### config.mk
export PLATFORM = sky130hd
export DESIGN_NAME = ldwp_ctrl
export DESIGN_NICKNAME = d
export VERILOG_FILES = /design/src/hw/rtl/ldwp_pkg.sv /design/src/hw/rtl/ldwp_ctrl.sv
export SDC_FILE = /design/constraint.sdc
export NUM_CORES = 1
export LEC_CHECK = 0
export ABC_AREA = 0
export BUFFER_PORTS_ARGS = -buffer_cell sky130_fd_sc_hd__buf_2
export CORE_AREA = 5 5 42 44
export CTS_CLUSTER_SIZE = 8
export DETAILED_ROUTE_END_ITERATION = 8
export DIE_AREA = 0 0 47 49
export REMOVE_ABC_BUFFERS = 1
export SETUP_SLACK_MARGIN = 0.02
export SLEW_MARGIN = 20
export SYNTH_ARGS = -nofsm -noshare
export SYNTH_HDL_FRONTEND = slang
export SYNTH_SLANG_ARGS = --single-unit
### constraint.sdc
create_clock -name i_clk -period 1.2 [get_ports i_clk]
set_clock_uncertainty 0.1 [all_clocks]
set_input_delay 0.18 -clock i_clk [delete_from_list [all_inputs] [get_ports i_clk]]
set_output_delay 0.18 -clock i_clk [all_outputs]
set_load 0.02 [all_outputs]
### src/hw/rtl/ldwp_pkg.sv
// Shared types, widths and register codes for the LD window pruner.
package ldwp_pkg;

    localparam int GENO_W     = 2;
    localparam int SUM_W      = 14;
    localparam int SSQ_W      = 23;
    localparam int FREQ_W     = 16;
    localparam int THR_W      = 17;
    localparam int CNT_W      = 13;
    localparam int WU_W       = 5;
    localparam int DOT_W      = 15;
    localparam int IDX_W      = 24;
    localparam int CFG_IDX_W  = 2;
    localparam int CFG_DATA_W = 17;

    localparam logic [GENO_W-1:0] GENO_MISSING = 2'd3;

    localparam logic [CFG_IDX_W-1:0] REG_THRESHOLD    = 2'd0;
    localparam logic [CFG_IDX_W-1:0] REG_SAMPLE_COUNT = 2'd1;
    localparam logic [CFG_IDX_W-1:0] REG_WINDOW_USED  = 2'd2;

    localparam logic [THR_W-1:0] THR_RESET = 17'd13107;
    localparam logic [CNT_W-1:0] CNT_RESET = 13'd4096;
    localparam logic [WU_W-1:0]  WU_RESET  = 5'd16;

    localparam int R2_LAT = 5;

    typedef enum logic [2:0] {
        S_IDLE,
        S_ACC,
        S_WALK_CHECK,
        S_WALK_WAIT,
        S_CLOSE,
        S_EMIT
    } t_state;

    typedef struct packed {
        logic accept;
        logic acc;
        logic walk_init;
        logic walk_next;
        logic test_issue;
        logic walk_apply;
        logic close;
        logic pop;
        logic finish;
    } t_ctl_cmd;

    typedef struct packed {
        logic col_end;
        logic cur_kept;
        logic walk_done;
        logic slot_kept;
        logic hit_valid;
        logic emit_more;
        logic out_free;
    } t_dp_status;

endpackage

### src/hw/rtl/ldwp_ctrl.sv
// Control state machine: sample accumulation, window walk and result emission.
module ldwp_ctrl (
    input  logic                   i_clk,
    input  logic                   i_rst_n,
    input  logic                   i_in_valid,
    input  ldwp_pkg::t_dp_status   i_status,
    output logic                   o_in_ready,
    output ldwp_pkg::t_ctl_cmd     o_cmd
);
    import ldwp_pkg::*;

    t_state r_state;
    t_state n_state;

    always_ff @(posedge i_clk) begin
        if (!i_rst_n) begin
            r_state <= S_IDLE;
        end else begin
            r_state <= n_state;
        end
    end

    always_comb begin
        n_state = r_state;
        case (r_state)
            S_IDLE: begin
                if (i_in_valid) n_state = S_ACC;
            end
            S_ACC: begin
                n_state = i_status.col_end ? S_WALK_CHECK : S_IDLE;
            end
            S_WALK_CHECK: begin
                if (!i_status.cur_kept || i_status.walk_done) begin
                    n_state = S_CLOSE;
                end else if (i_status.slot_kept) begin
                    n_state = S_WALK_WAIT;
                end
            end
            S_WALK_WAIT: begin
                if (i_status.hit_valid) n_state = S_WALK_CHECK;
            end
            S_CLOSE: begin
                n_state = S_EMIT;
            end
            S_EMIT: begin
                if (!i_status.emit_more) n_state = S_IDLE;
            end
            default: n_state = S_IDLE;
        endcase
    end

    always_comb begin
        o_cmd      = '0;
        o_in_ready = 1'b0;
        case (r_state)
            S_IDLE: begin
                o_in_ready = 1'b1;
                o_cmd.accept = i_in_valid;
            end
            S_ACC: begin
                o_cmd.acc       = 1'b1;
                o_cmd.walk_init = i_status.col_end;
            end
            S_WALK_CHECK: begin
                if (i_status.cur_kept && !i_status.walk_done) begin
                    o_cmd.test_issue = i_status.slot_kept;
                    o_cmd.walk_next  = !i_status.slot_kept;
                end
            end
            S_WALK_WAIT: begin
                o_cmd.walk_apply = i_status.hit_valid;
            end
            S_CLOSE: begin
                o_cmd.close = 1'b1;
            end
            S_EMIT: begin
                o_cmd.pop    = i_status.emit_more && i_status.out_free;
                o_cmd.finish = !i_status.emit_more;
            end
            default: ;
        endcase
    end

`ifndef ASSERT_OFF
    a_hit_in_wait: assert property (@(posedge i_clk) disable iff (!i_rst_n)
        i_status.hit_valid |-> (r_state == S_WALK_WAIT))
        else $error("pair test result outside walk wait");
    a_acc_after_accept: assert property (@(posedge i_clk) disable iff (!i_rst_n)
        o_cmd.accept |=> (r_state == S_ACC))
        else $error("accepted item not accumulated");
`endif

endmodule

==> summary.md, run 1 <==
| Metric | Value |
|---|---|
| Fillers | `147` |
| RSZ-0062 raised after global routing | `yes` |
| Area of the multi-input gates | `296.5 um^2` |
| Met1 Usage GRT | `12.28%` |
| Pins over their slew limit | `0` |
| DIE HEIGHT | `49 um` |
| CTS Buf Count | `3` |
| Die width | `47 um` |
| Fin util | `45.45%` |
| Die footprint | `2303 um^2` |
| Crit end category | `primary output` |
| Final non-filler cell total | `88` |
| Logic gate share of total power | `66.7%` |
| Flop pwr share | `19.2%` |
| Tot GR Track Use | `10.13%` |
| Asr flop ratio synth | `0%` |
| Register Area | `71.32 um^2` |
| Synth top area share | `19.51%` |
| Slowest stage delay, CP | `0.37 ns` |
| Antenna cell count | `0` |
| TritonCTS Sinks | `3` |
| IR drop worst, VDD | `0.0008805 V` |
| Post-placement cell count | `80` |
| IO Count | `20` |
| Worst-path fanout max | `7` |
| Failing checks | `setup timing` |
| Busiest layer in global routing | `met2` |
| Area grow syn2layout | `106.9%` |
| Initial Util | `21.96%` |
| Share of post-route cells with drive strength above 1 | `72.22%` |
| Clock share of power | `14.1%` |
| Outcome | `finished with violations` |
| Cell area power density | `1982 nW/um^2` |
| Clock root cell | `clkbuf_4` |
| Slew HR | `80.61%` |
| Mapped Cells | `43` |
| Rows | `14` |
| Fin worst setup slack | `-0.2084 ns` |
| Synthesized area | `307.8 um^2` |
| Max_cap viols | `0` |
| HP Class | `input pin to flop` |
| Register area share after synthesis | `19.51%` |
| Final min period | `1.408 ns` |
| CP Launch Type | `flop` |
| Mean post-synth cell area | `7.158 um^2` |
| Leakage | `0.2781 nW` |
| Critical path cell sequence | `and2b_1 > and3_4 > buf_6` |
| Biggest register | `r_state` |
| GRT Residual Overflow | `0` |
| Largest net degree at the start of global routing | `8` |
| Routed Antenna Nets | `0` |
| Most used DFF post-synth | `dfxtp_1` |
| Number of buffers and inverters on the critical path | `1` |
| Main area contributors after synthesis | `dfxtp_1, a21oi_1, nor3_1, and2_1, nand2b_1` |
| GR Util met3 | `0%` |
| Met2 usage | `16.52%` |
| CP delay by family, top | `simple AND/OR/NAND/NOR gates` |
| Final Cycle Share | `117.4%` |
| EDFF count, synth | `0` |
| Power Internal | `0.0007412 W` |
| Sw power | `0.0005209 W` |
| Antenna violations before repair | `0` |
| Drt total wl | `1.067 mm` |
| HPWL Detailed | `711.5 um` |
| Sw Ratio | `41.27%` |
| Yosys reg bits | `3` |
| Cell taking the most area after synthesis | `dfxtp_1` |
| PortBufs | `19` |
| Yosys warns | `0` |
| CTS tree | `yes` |
| Routed WL per cell | `12.13 um` |
| Worst-path clk slew | `0.04 ns` |
| Worst Path Required | `0.92 ns` |
| Core area | `1401 um^2` |
| Max reg flops | `3` |
| GP Congestion | `0.7364` |
| Clock insertion delay at the later pin of the skew report | `0.23 ns` |
| Via density | `4.739` |
| Number of global-route vias before repair | `482` |
| Worst-margin pin slew | `0.2909 ns` |
| Buffer levels on the longest clock path | `2` |
| # H-tree levels | `1` |
| Total number of vias | `417` |
| Crit path DAT | `1.13 ns` |
| # setup viols final | `13` |
| R2R setup slack | `-0.20 ns` |
| Final Hold Viols | `0` |
| Detailed Routing Iterations Pass 1 | `2` |
| Library cells used by synthesis | `27` |
| Fmax | `0.7100 GHz` |
| Initial DRC Count | `5` |
| DR DRC count | `0` |
| First-pass GRT wire length | `1.780 mm` |
| Top cells by count, synth | `a21oi_1, nor3_1, and2_1, dfxtp_1, nand2b_1` |
| Critical path class | `flop to primary output` |
| Crit-path slowest cell | `dfxtp_4` |
| Top flop regs | `r_state (3)` |
| Nets | `83` |
## final timing paths
path               from  cells after the start          to
min             i_rst_n                      2  r_state[2]
max          r_state[2]                      3    o_cmd[3]
min reg2reg  r_state[0]                      4  r_state[1]
max reg2reg  r_state[2]                      5  r_state[0]
## power groups by stage
stage / sequential, W / clock [W] / combinational [W]
after floorplan: 0.000209 / 0 / 0.000317
after CTS: 0.000239 / 0.000188 / 0.000748
after global placement: 0.000201 / 0 / 0.000524
after detailed placement: 0.000204 / 0 / 0.000530
final: 0.000242 / 0.000178 / 0.000842
after global routing: 0.000248 / 0.000191 / 0.000911
## what timing repair did
| item | in CTS | in global routing |
|---|---|---|
| pin swaps | 11 | 8 |
| setup endpoints to repair | 13 | 13 |
| resized for setup | 34 | 9 |
| buffers inserted | 3 | 1 |
| gates cloned | 0 | 0 |
| hold buffers | 0 | 0 |
## cells by family after synthesis
kind of cell,after synthesis,share of synthesized area (%)
simple gates,23,45.94
compound gates,12,24.39
buf+inv,5,10.16
flops,3,19.51
## cell type report
cell class / count / area share, %
clock buffer: 4 / 4.126
multi-input combinational: 35 / 46.56
tap: 16 / 3.143
timing repair buffer: 28 / 33.79
sequential: 3 / 11.20
inverter: 2 / 1.179
## layer usage
metal	part of all wire, %	routed length [um]
met3	3.9	42
met1	42	447
met5	0	0
met2	54	578
met4	0	0
## stage by stage
stage	total power, W	hold WS, ns	TNS [ns]	setup WS (ns)	cell area, um^2
final	0.001262	0.1035	-2.022	-0.2084	636.9
after global routing	0.001350	0.1052	-2.698	-0.2570	636.9
after CTS	0.001174	0.08994	-2.035	-0.2134	594.3
after detailed placement	0.0007340	0.3335	-0.8023	-0.1260	436.7
after global placement	0.0007252	0.3319	-0.6599	-0.1192	436.7
after floorplan	0.0005257	0.2017	-2.508	-0.4653	284.0
## layout by cell type, fill, tap and decap left out, drive strengths merged, types with 2 or more instances in the layout
cell type  synthesis  final
a21oi              4      4
and2               3      3
buf                3     28
clkbuf             0      4
dfxtp              3      3
inv                2      2
nand2              2      2
nand2b             3      3
nor2               3      3
nor2b              2      2
nor3               4      4
o21ai              3      3
## worst register-to-register path: stages, from the launching register on
cell	delay [ns]
dfxtp_4	0.37
nor2_4	0.11
nand2_2	0.08
buf_6	0.12
o31a_1	0.32
a32o_1	0.20
Power figures use the tool's default switching activity.
==> inputs of run 2 (changes only) <==
--- a/config.mk
+++ b/config.mk
@@ -11,6 +11,7 @@
 export CTS_CLUSTER_SIZE = 8
 export DETAILED_ROUTE_END_ITERATION = 8
 export DIE_AREA = 0 0 47 49
+export PLACE_DENSITY_LB_ADDON = 0.08
 export REMOVE_ABC_BUFFERS = 1
 export SETUP_SLACK_MARGIN = 0.02
 export SLEW_MARGIN = 20
==> run 2 against run 1 <==
The run still ends with setup timing left. First-iteration DRC count fell by 40%. Sequential share of layout area increased by 0.22 points. Sequential power is 2% higher. Flip-flop and latch count unchanged. Largest power group unchanged. Critical path type unchanged. Critical path depth unchanged. Clock-buffer cell count unchanged.
==> summary.md, run 2 (synthesis results as in run 1) <==
| Metric | Value |
|---|---|
| Outcome | `finished with violations (unchanged)` |
| Failing checks | `setup timing (unchanged)` |
| Slew HR | `81.49% (was 80.61%)` |
| GP Congestion | `0.7179 (was 0.7364)` |
| Commonest non-fill, non-tap cell in the layout | `buf_4` |
| FF-to-FF path depth | `5 (unchanged)` |
| Cell area power density | `2010 nW/um^2 (was 1982 nW/um^2)` |
| Initial Util | `21.96% (unchanged)` |
| CTS Hold Bufs | `0 (unchanged)` |
| Total number of vias | `410 (was 417)` |
| IO Count | `20 (unchanged)` |
| Flop pwr share | `19.7% (was 19.2%)` |
| Busiest layer in global routing | `met2 (unchanged)` |
| Nets | `83 (unchanged)` |
| Die width | `47 um (unchanged)` |
| Routed WL per cell | `11.76 um (was 12.13 um)` |
| Max reg flops | `3 (unchanged)` |
| Fin worst setup slack | `-0.2053 ns (was -0.2084 ns)` |
| Number of global-route vias before repair | `427 (was 482)` |
| CP delay by family, top | `flip-flops (was simple AND/OR/NAND/NOR gates)` |
| Rows | `14 (unchanged)` |
| Cells on Worst Hold Path | `2 (unchanged)` |
| Antenna violations before repair | `0 (unchanged)` |
| Placement Cell Area | `436.7 um^2 (unchanged)` |
| Tot GR Track Use | `9.705% (was 10.13%)` |
| Critical path class | `flop to primary output (unchanged)` |
| Crit path DAT | `1.13 ns (about the same)` |
| Power Internal | `0.0007464 W (was 0.0007412 W)` |
| Number of buffers and inverters on the critical path | `1 (unchanged)` |
| Via density | `4.659 (was 4.739)` |
| Crit-path slowest cell | `dfxtp_4 (unchanged)` |
| Met2 usage | `16.06% (was 16.52%)` |
| Logic gate share of total power | `66.4% (was 66.7%)` |
| Crit end category | `primary output (unchanged)` |
| HPWL Detailed | `747.9 um (was 711.5 um)` |
| Buffer levels on the longest clock path | `2 (unchanged)` |
| TritonCTS Sinks | `3 (unchanged)` |
| CP Launch Type | `flop (unchanged)` |
| CTS tree | `yes (unchanged)` |
| Slowest stage delay, CP | `0.40 ns (was 0.37 ns)` |
| Overall power | `0.001255 W (was 0.001262 W)` |
| Die footprint | `2303 um^2 (unchanged)` |
| Worst-margin pin slew | `0.2777 ns (was 0.2909 ns)` |
| Sw power | `0.0005084 W (was 0.0005209 W)` |
| Clock share of power | `13.9% (was 14.1%)` |
| Antenna cell count | `0 (unchanged)` |
| Final min period | `1.405 ns (was 1.408 ns)` |
| First-pass GRT wire length | `1.628 mm (was 1.780 mm)` |
| Final Cycle Share | `117.1% (was 117.4%)` |
| Detailed Routing Iterations Pass 1 | `3 (was 2)` |
| HP Class | `input pin to flop (unchanged)` |
| # H-tree levels | `1 (unchanged)` |
| Critical path cell sequence | `and2b_1 > and3_4 > buf_6 (unchanged)` |
| Critical Path Stages | `3 (unchanged)` |
| # setup viols final | `13 (unchanged)` |
| GRT Residual Overflow | `0 (unchanged)` |
| PortBufs | `19 (unchanged)` |
| Max_cap viols | `0 (unchanged)` |
| DR DRC count | `0 (unchanged)` |
| Top flop regs | `r_state (3) (unchanged)` |
| Routed Antenna Nets | `0 (unchanged)` |
| Area grow syn2layout | `102.8% (was 106.9%)` |
| Biggest register | `r_state (unchanged)` |
| Initial DRC Count | `3 (was 5)` |
| Core area | `1401 um^2 (unchanged)` |
| Commonest non-fill, non-tap cells in the layout | `buf_4, buf_2, buf_6 (was buf_2, buf_4, buf_6)` |
| Met1 Usage GRT | `11.16% (was 12.28%)` |
| Clock insertion delay at the later pin of the skew report | `0.23 ns (about the same)` |
| Drt total wl | `1.035 mm (was 1.067 mm)` |
| RSZ-0062 raised after global routing | `yes (unchanged)` |
| Worst Path Required | `0.92 ns (about the same)` |
| Clock root cell | `clkbuf_4 (unchanged)` |
| Worst-path fanout max | `6 (was 7)` |
| Fmax | `0.7116 GHz (was 0.7100 GHz)` |
| IR drop worst, VDD | `0.0007106 V (was 0.0008805 V)` |
| Final Hold Viols | `0 (unchanged)` |
| CTS Buf Count | `3 (unchanged)` |
| Leakage | `0.2768 nW (was 0.2781 nW)` |
| Post-route cell area | `624.3 um^2 (was 636.9 um^2)` |
| Sw Ratio | `40.52% (was 41.27%)` |
| Share of post-route cells with drive strength above 1 | `68.06% (was 72.22%)` |
| Pins over their slew limit | `0 (unchanged)` |
| DIE HEIGHT | `49 um (unchanged)` |
| GR Util met3 | `0.3690% (was 0%)` |
| Worst-path clk slew | `0.03 ns (was 0.04 ns)` |
| Largest net degree at the start of global routing | `9 (was 8)` |
-- run 2: cell types whose count changed in the layout (fill, tap and decap cells not counted) --
cell	delta
o21ai_1	+1
buf_2	-1
a21oi_2	-3
o21ai_0	-1
a21oi_1	+3
buf_4	+2
buf_6	-1
-- run 2: worst register-to-register path, delay by kind of cell (launching register included) --
family | cells | cell delay [ns]
AOI/OAI and AO/OA | 2 | 0.21
buffers and inverters | 1 | 0.14
DFF | 1 | 0.40
and+or+nand+nor | 2 | 0.36
-- run 2: cell type report --
class                           count  area (um^2)
Inverter                            2        7.507
Timing Repair Buffer               28        214.0
Clock buffer                        4        26.28
Fill cell                         151        777.0
Multi-Input combinational cell     35        285.3
Sequential cell                     3        71.32
Tap cell                           16        20.02
-- run 2: per-layer routing --
layer  vias to the layer above  share of wire, %
li1                        209                 -
met1                       188                43
met2                        13                54
met3                         0               3.3
met4                         0                 0
met5                         -                 0
-- run 2: what timing repair did --
| action | 4_1_cts | 5_1_grt |
|---|---|---|
| hold endpoints to repair | 0 | 0 |
| pin swaps | 8 | 4 |
| gates resized for setup | 31 | 8 |
| setup endpoints to repair | 13 | 13 |
| buffers inserted | 3 | 1 |
| cloned | 0 | 0 |
-- run 2: path summary, 6_finish.rpt --
kind              startpoint         end  slack [ns]
setup / recovery  r_state[2]    o_cmd[3]       -0.21
hold / removal       i_rst_n  r_state[2]        0.10
setup reg to reg  r_state[2]  r_state[2]       -0.12
hold reg to reg   r_state[1]  r_state[1]        0.64
-- run 2: power by group through the flow --
stage	clock network [W]	registers (W)	logic, W
final	0.000175	0.000247	0.000833
after global routing	0.000186	0.000258	0.000894
after detailed placement	0	0.000203	0.000546
after global placement	0	0.000202	0.000555
after CTS	0.000184	0.000245	0.000763
after floorplan	0	0.000209	0.000317
-- run 2: per-stage QoR --
| stage | setup slack (ns) | TNS [ns] | hold slack [ns] | utilization, % | std cells |
|---|---|---|---|---|---|
| 2_1_floorplan | -0.4653 | -2.508 | 0.2017 | - | 40 |
| 3_3_place_gp | -0.1491 | -0.8867 | 0.3386 | 31.16 | 80 |
| 3_5_place_dp | -0.1154 | -0.7556 | 0.3315 | 31.16 | 80 |
| 4_1_cts | -0.2112 | -2.063 | 0.09338 | 42.05 | 87 |
| 5_1_grt | -0.2351 | -2.615 | 0.1158 | 44.55 | 88 |
| 6_report | -0.2053 | -1.945 | 0.1003 | 44.55 | 88 |
